File: src/sv/mcsc_pkg.sv
// Shared types, constants and the symbol reduction table for the multiset
// cover substring counter. No dependencies.
package mcsc_pkg;

    localparam int WINDOW_DEPTH = 4096;
    localparam int MAX_TEXT     = 65536;
    localparam int ALPHABET     = 256;

    localparam int SYM_W   = (ALPHABET > 1) ? $clog2(ALPHABET) : 1;
    localparam int ADDR_W  = $clog2(WINDOW_DEPTH);
    localparam int CNT_W   = $clog2(((MAX_TEXT > WINDOW_DEPTH) ? MAX_TEXT : WINDOW_DEPTH) + 1);
    localparam int MISS_W  = 13;
    localparam int BAL_W   = ((MISS_W > ADDR_W) ? MISS_W : ADDR_W) + 1;
    localparam int TOTAL_W = 32;

    localparam logic [MISS_W-1:0] MISSING_MAX = {MISS_W{1'b1}};

    localparam logic [1:0] FUNC_CLEAR   = 2'd0;
    localparam logic [1:0] FUNC_PATTERN = 2'd1;
    localparam logic [1:0] FUNC_TEXT    = 2'd2;

    typedef logic [SYM_W-1:0]        t_sym;
    typedef logic [ADDR_W-1:0]       t_addr;
    typedef logic [CNT_W-1:0]        t_cnt;
    typedef logic [MISS_W-1:0]       t_miss;
    typedef logic signed [BAL_W-1:0] t_bal;

    typedef struct packed {
        logic [1:0] func;
        logic [7:0] symbol;
    } t_in_item;

    typedef struct packed {
        logic [TOTAL_W-1:0] running_total;
        logic               window_overflow;
        logic               text_too_long;
    } t_out_item;

    // Request to the balance table: clear, one read and one write per cycle.
    typedef struct packed {
        logic clear;
        logic rd_en;
        t_sym rd_addr;
        logic wr_en;
        t_sym wr_addr;
        t_bal wr_data;
    } t_bal_req;

    typedef t_sym t_sym_tab [256];

    // Byte to symbol index, reduced modulo the alphabet size.
    function automatic t_sym_tab build_sym_tab();
        t_sym_tab tab;
        for (int i = 0; i < 256; i++) begin
            tab[i] = t_sym'(i % ALPHABET);
        end
        return tab;
    endfunction

    localparam t_sym_tab SYM_MOD = build_sym_tab();

endpackage

File: src/sv/mcsc_bal_table.sv
// Per-symbol balance table: memory with one registered read port, one write
// port and a valid bit per entry so that a clear empties the table at once. Uses mcsc_pkg.
module mcsc_bal_table import mcsc_pkg::*; (
    input  logic     i_clk,
    input  logic     i_rst_n,
    input  t_bal_req i_req,
    output t_bal     o_rd_data
);

    t_bal                r_mem [ALPHABET];
    logic [ALPHABET-1:0] r_valid;
    t_bal                r_rd_data;

    always_ff @(posedge i_clk) begin
        if (i_req.wr_en) begin
            r_mem[i_req.wr_addr] <= i_req.wr_data;
        end
        if (i_req.rd_en) begin
            // an entry not written since the last clear reads as zero
            r_rd_data <= r_valid[i_req.rd_addr] ? r_mem[i_req.rd_addr] : '0;
        end
    end

    always_ff @(posedge i_clk) begin
        if (!i_rst_n || i_req.clear) begin
            r_valid <= '0;
        end else if (i_req.wr_en) begin
            r_valid[i_req.wr_addr] <= 1'b1;
        end
    end

    assign o_rd_data = r_rd_data;

endmodule

File: config.mk
export PLATFORM = sky130hd
export DESIGN_NAME = mcsc_bal_table
export DESIGN_NICKNAME = d
export VERILOG_FILES = /design/src/sv/mcsc_pkg.sv /design/src/sv/mcsc_bal_table.sv
export SDC_FILE = /design/constraint.sdc
export NUM_CORES = 2
export LEC_CHECK = 0
export BUFFER_PORTS_ARGS = -buffer_cell sky130_fd_sc_hd__buf_2
export CAP_MARGIN = 20
export CORE_MARGIN = 8
export CORE_UTILIZATION = 57
export DETAILED_ROUTE_END_ITERATION = 10
export HOLD_SLACK_MARGIN = 0.1
export PLACE_DENSITY_LB_ADDON = 0.3
export SLEW_MARGIN = 15
export SYNTH_ARGS = -nofsm -noshare
export SYNTH_HDL_FRONTEND = slang
export SYNTH_SLANG_ARGS = --single-unit
File: constraint.sdc
create_clock -name i_clk -period 2.5 [get_ports i_clk]
set_input_delay 0.125 -clock i_clk [delete_from_list [all_inputs] [get_ports i_clk]]
set_output_delay 0.125 -clock i_clk [all_outputs]
set_load 0.005 [all_outputs]
# Word level (Yosys, flattened, before mapping)
# Memory sizes are Yosys's and may differ from the RTL's. A register that Yosys moved wholly into a read port is not among the register bits.
# Index checks and enable logic that the tools add are counted.
# classes
add_sub_neg,0
mul,0
n_div,0
order_cmp,3
n_eq_ne,0
shifts,0
mux,6
bitwise_logic,1
n_reduce_logical,4
# op_table
cell,count
256-bit OR,1
8-bit by 9-bit < comparator with 1-bit output (second input constant),2
1-bit binary-select mux with 8-bit select,1
1-bit demux with 8-bit select,1
8-bit by 1-bit >= comparator with 1-bit output (second input constant),1
1-bit two-way mux,4
1-bit zero test,2
1-bit logical AND,1
1-bit logical OR,1
# totals
ff_bits,256
latchBits,0
ramBits,3584
mem_bits_ro,0
inputBits,35
output_inout_bits,14
wordCells,16
memories,1
# memory_table
name,words,width,rd,rd_ports_with_merged_regs,write_ports,line_no,source
r_mem,256,14,1,1,1,mcsc_bal_table.sv:10,t_bal r_mem [ALPHABET];

# Depth between registers and ports, before layout
# depth
word_depth,5
depth_mapped,14
mapped_depth_nobuf,7

# Worst setup path after synthesis
# OpenSTA, ideal clock, no wires.
# synth_timing
path_kind,in2reg
from,in i_req[23] (netlist name)
to,"reg r_rd_data[10], in the netlist o_rd_data[10] (read register of r_mem) (data pin)"
setup_time_ns,0.259
arrival_time_ns,2.229
required_ns,2.241
setup_slack_ns,0.012
cell_stages,10
n_path_buf,4
path_cell_list,buf_6 -> buf_6 -> buf_6 -> buf_6 -> mux4_2 -> a22oi_1 -> a21oi_1 -> a2111oi_2 -> o32ai_1 -> o31a_1
# synth_via
elab_chain_len,3
# synth_rtl
item,line_no,source
start: declaration,mcsc_bal_table.sv:6,"input t_bal_req i_req,"
1-bit binary-select mux with 8-bit select,mcsc_bal_table.sv:20,r_rd_data <= r_valid[i_req.rd_addr] ? r_mem[i_req.rd_addr] : '0;
1-bit two-way mux (implied by the code),mcsc_bal_table.sv:20,
1-bit zero test (no line),n/a,
end: declaration,mcsc_bal_table.sv:12,t_bal r_rd_data;
# Parallel ways exist; a longest one is shown, timed or not. The select of a mux whose other input is x is not followed.
# A chain may end at the register's enable or synchronous reset.

# Final worst setup path
# layout_timing
from,reg r_valid[34]
to,"reg r_rd_data[5], in the netlist o_rd_data[5] (read register of r_mem) (data pin)"
# layout_via
elab_chain_len,3
# layout_rtl
item,line_no,source
start: declaration,mcsc_bal_table.sv:11,logic [ALPHABET-1:0] r_valid;
start signal: assignment,mcsc_bal_table.sv:26,r_valid <= '0;
start signal: indexed assignment,mcsc_bal_table.sv:28,r_valid[i_req.wr_addr] <= 1'b1;
1-bit binary-select mux with 8-bit select,mcsc_bal_table.sv:20,
1-bit two-way mux (implied by the code),mcsc_bal_table.sv:20,
1-bit zero test (no line),n/a,
# No other way between the ends. The select of a mux whose other input is x is not followed.

==> impl_metrics.py <==
metrics = {
    "outcome": {
        "status": "complete, but fails checks",
        "violations": "setup timing",
    },
    "clocking": {
        "cts_tree": "built",
        "cts_buffers": 382,
        "clock_latency_ps": 970,
        "path_clk_slew_ps": 60,
        "cts_max_path_buffers": 4,
        "cts_sinks": 3854,
        "cts_htree_levels": 5,
        "cts-root-buf": "clkbuf_16",
    },
    "floorplan": {
        "ios": 49,
        "fp-row-count": 188,
        "start_util_pct": 57.1,
        "die_h_um": 528,
        "core_area_mm2": 0.262,
        "die-area_mm2": 0.279,
        "die_w_um": 528,
    },
    "finish": {
        "stdcell_area_mm2": 0.178,
        "nets": 8884,
        "area_growth_pct": 18.8,
        "drive_gt1_share_pct": 30.0,
        "nFillCells": 16083,
    },
    "routing": {
        "post_drt_wl_per_cell_um": 36.2,
        "avgViaCountPerCell": 6.77,
        "drtAntennaViolNets": 0,
        "vias": 85962,
        "m1WireLength_um": 162000,
        "drc": 0,
        "wl_met3_um": 59500,
        "top_layer": "met5",
        "route.met2.wl_um": 209000,
        "first_iter_violations": 14028,
        "first_pass_iters": 9,
        "wl_um": 460000,
    },
    "synthesis": {
        "yosys.area.top_type_share_pct": 72.2,
        "syn_area_per_cell_um2": 19.9,
        "synth-async-reset-ratio_pct": 0,
        "synth_top_family_by_area": "multiplexers",
        "yosysSeqAreaShare_pct": 75.7,
        "yosys-top-cells-area": "edfxtp_1 72%, mux4_2 11%, dfxtp_1 3.4%, mux2i_1 2.8%, nor2_1 2.0%",
        "synth.most_common_cell": "edfxtp_1",
        "syn-num-nets": 7558,
        "yosysTopAreaCell": "edfxtp_1",
        "synth-compound-area-share_pct": 3.51,
        "synth_common_cells": "3598 x edfxtp_1, 784 x nor2_1, 731 x mux4_2",
        "yosys_register_bits": 3854,
        "synth_simple_gate_area_share_pct": 3.48,
        "synth_ff_type": "edfxtp_1",
        "synth_edf_count": 3598,
        "yosys_warnings": 0,
        "muxShareOfSynthArea_pct": 15.1,
        "synth.distinct_cells": 85,
        "synth_fa_ha_area_share_pct": 0,
        "synthXorXnorAreaFrac_pct": 0,
        "synth_area_mm2": 0.150,
        "syn_inst": 7523,
    },
    "sta": {
        "skew_ps": 62.5,
        "tightest_slew_ps": 1140,
        "maxSlewViolCount": 0,
        "fin_crit_ps": 2680,
        "max_freq_ghz": 0.374,
        "setup_ws_ps": -177,
        "finalSetupViolations": 14,
        "finalHoldViolCount": 0,
        "slew_headroom_pct": 23.8,
        "rsz0062_at_grt": "true",
        "finalCritPeriodShare_pct": 107,
    },
    "grt": {
        "grt_pass1_wl_um": 638000,
        "grt_max_degree": 128,
        "first_global_vias": 83717,
        "overflow": 0,
        "grt_usage_pct": 32.3,
        "antenna_found_initial": 28,
    },
    "critical_path": {
        "critical_path_class": "reg2reg",
        "end_kind": "flip-flop",
        "arrival_ps": 3350,
        "crit_slowest_cell": "mux4_2",
        "cp_cell_sequence": "mux4_2 > mux4_2 > nand2_2 > o311ai_4 > a32oi_1 > buf_4 > a311oi_4 > buf_6 > a21boi_2",
        "crit_fanout": 7,
        "start_kind": "flip-flop",
        "cp_common_cell": "mux4_2",
        "worstPathRequired_ps": 3170,
        "cpPeakStageDelay_ps": 520,
    },
    "power": {
        "power_density_mw_per_mm2": 762,
        "ir_worst_vdd_mv": 0.868,
        "p_total_w": 0.135,
        "leakage_nw": 59.2,
    },
    "hold_path": {
        "min_path_type": "in2reg",
    },
    "place": {
        "dpl_cell_area_mm2": 0.165,
        "dp_hpwl_um": 301000,
        "gp_congestion": 1.02,
        "numPortBuffers": 48,
        "dp_worst_setup_slack_ps": -956,
    },
    "job": {
        "max-cap-violations": 0,
    },
}
-- cell type report --
type                    instances  area, um^2  share of cell area [%]
repair buffers               1393       14600                    8.21
clock buffers                 486       10200                    5.76
multi-input cells            3212       33300                    18.7
flip-flops and latches       3854      113000                    63.7
inverters                       6        42.5                  0.0239
clock inverters               206        1910                    1.07
well taps                    3515        4400                    2.48
diodes                         20        50.0                  0.0282
-- stage by stage --
step | setup TNS [ps] | util, % | hold slack [ps] | std cells
floorplan | 0 | - | 224 | 7523
global placement | -11150 | 63.0 | 441 | 11949
detailed placement | -11230 | 63.0 | 451 | 11949
CTS | -2090 | 67.8 | 107 | 12671
global route | -2140 | 67.9 | 133 | 12679
finish | -2060 | 67.9 | 166 | 12692
-- sequential cells by signal, summed over array words and instances, names as in the netlist --
name       flops
r_mem       3584
r_valid      256
o_rd_data     14
-- routing by layer --
layer,vias to the layer above,track usage [%]
met3,1176,8.47
met2,6809,49.0
met4,8,17.1
met5,-,0
li1,33505,-
met1,44464,43.6
-- cells by family after synthesis --
family / Yosys count
mux: 1238
buf+inv: 457
simple gates: 1243
compound gates: 731
flops: 3854
-- cell usage in the layout (no fill, tap or decap), types with 22 or more instances in the layout --
master	count
buf_4	995
nand2_1	209
o21ai_0	55
clkbuf_8	29
buf_2	29
edfxtp_1	3598
a21oi_1	127
a211oi_1	41
clkbuf_16	389
mux2_2	27
clkinv_2	69
mux4_1	59
nand3_1	54
a31oi_1	23
clkinv_1	80
and3_1	22
o22ai_1	123
o221ai_1	129
dlygate4sd3_1	28
mux2i_1	415
nor2_1	780
buf_12	321
a22oi_1	51
o21ba_2	29
mux4_2	736
bufinv_16	27
nor3_1	41
dfxtp_1	253
clkbuf_1	83
-- critical path: cells and delay by family, from the launching register on --
kind	cells	cell delay, ps
muxes	2	980
DFF	1	330
and+or+nand+nor	1	100
AOI/OAI and AO/OA	4	640
buffers and inverters	2	360
-- where the power goes --
part	switching, W	internal (W)	leakage (nW)
clock	0.0242	0.0318	5.95
combinational	0.00535	0.00333	18.9
sequential	0.0000657	0.0706	34.4
total	0.0296	0.106	59.2
-- path summary, 6_finish.rpt --
check	start	to	slack [ps]	cells past startpoint
min reg2reg	r_valid[37]	r_valid[37]	470	2
max	r_valid[34]	o_rd_data[5]	-180	9
min	i_req[30]	o_rd_data[10]	170	4
max reg2reg	r_valid[34]	o_rd_data[5]	-180	9
-- timing repair --
item / in CTS / in global routing
hold buffers: 29 / 0
setup endpoints to repair: 14 / 14
pin swaps: 6 / 4
endpoints found under the hold margin: 2589 / 0
gates resized for setup: 30 / 15
cloned: 1 / 0
buffers inserted: 1 / 0
Power figures use the tool's default switching activity.
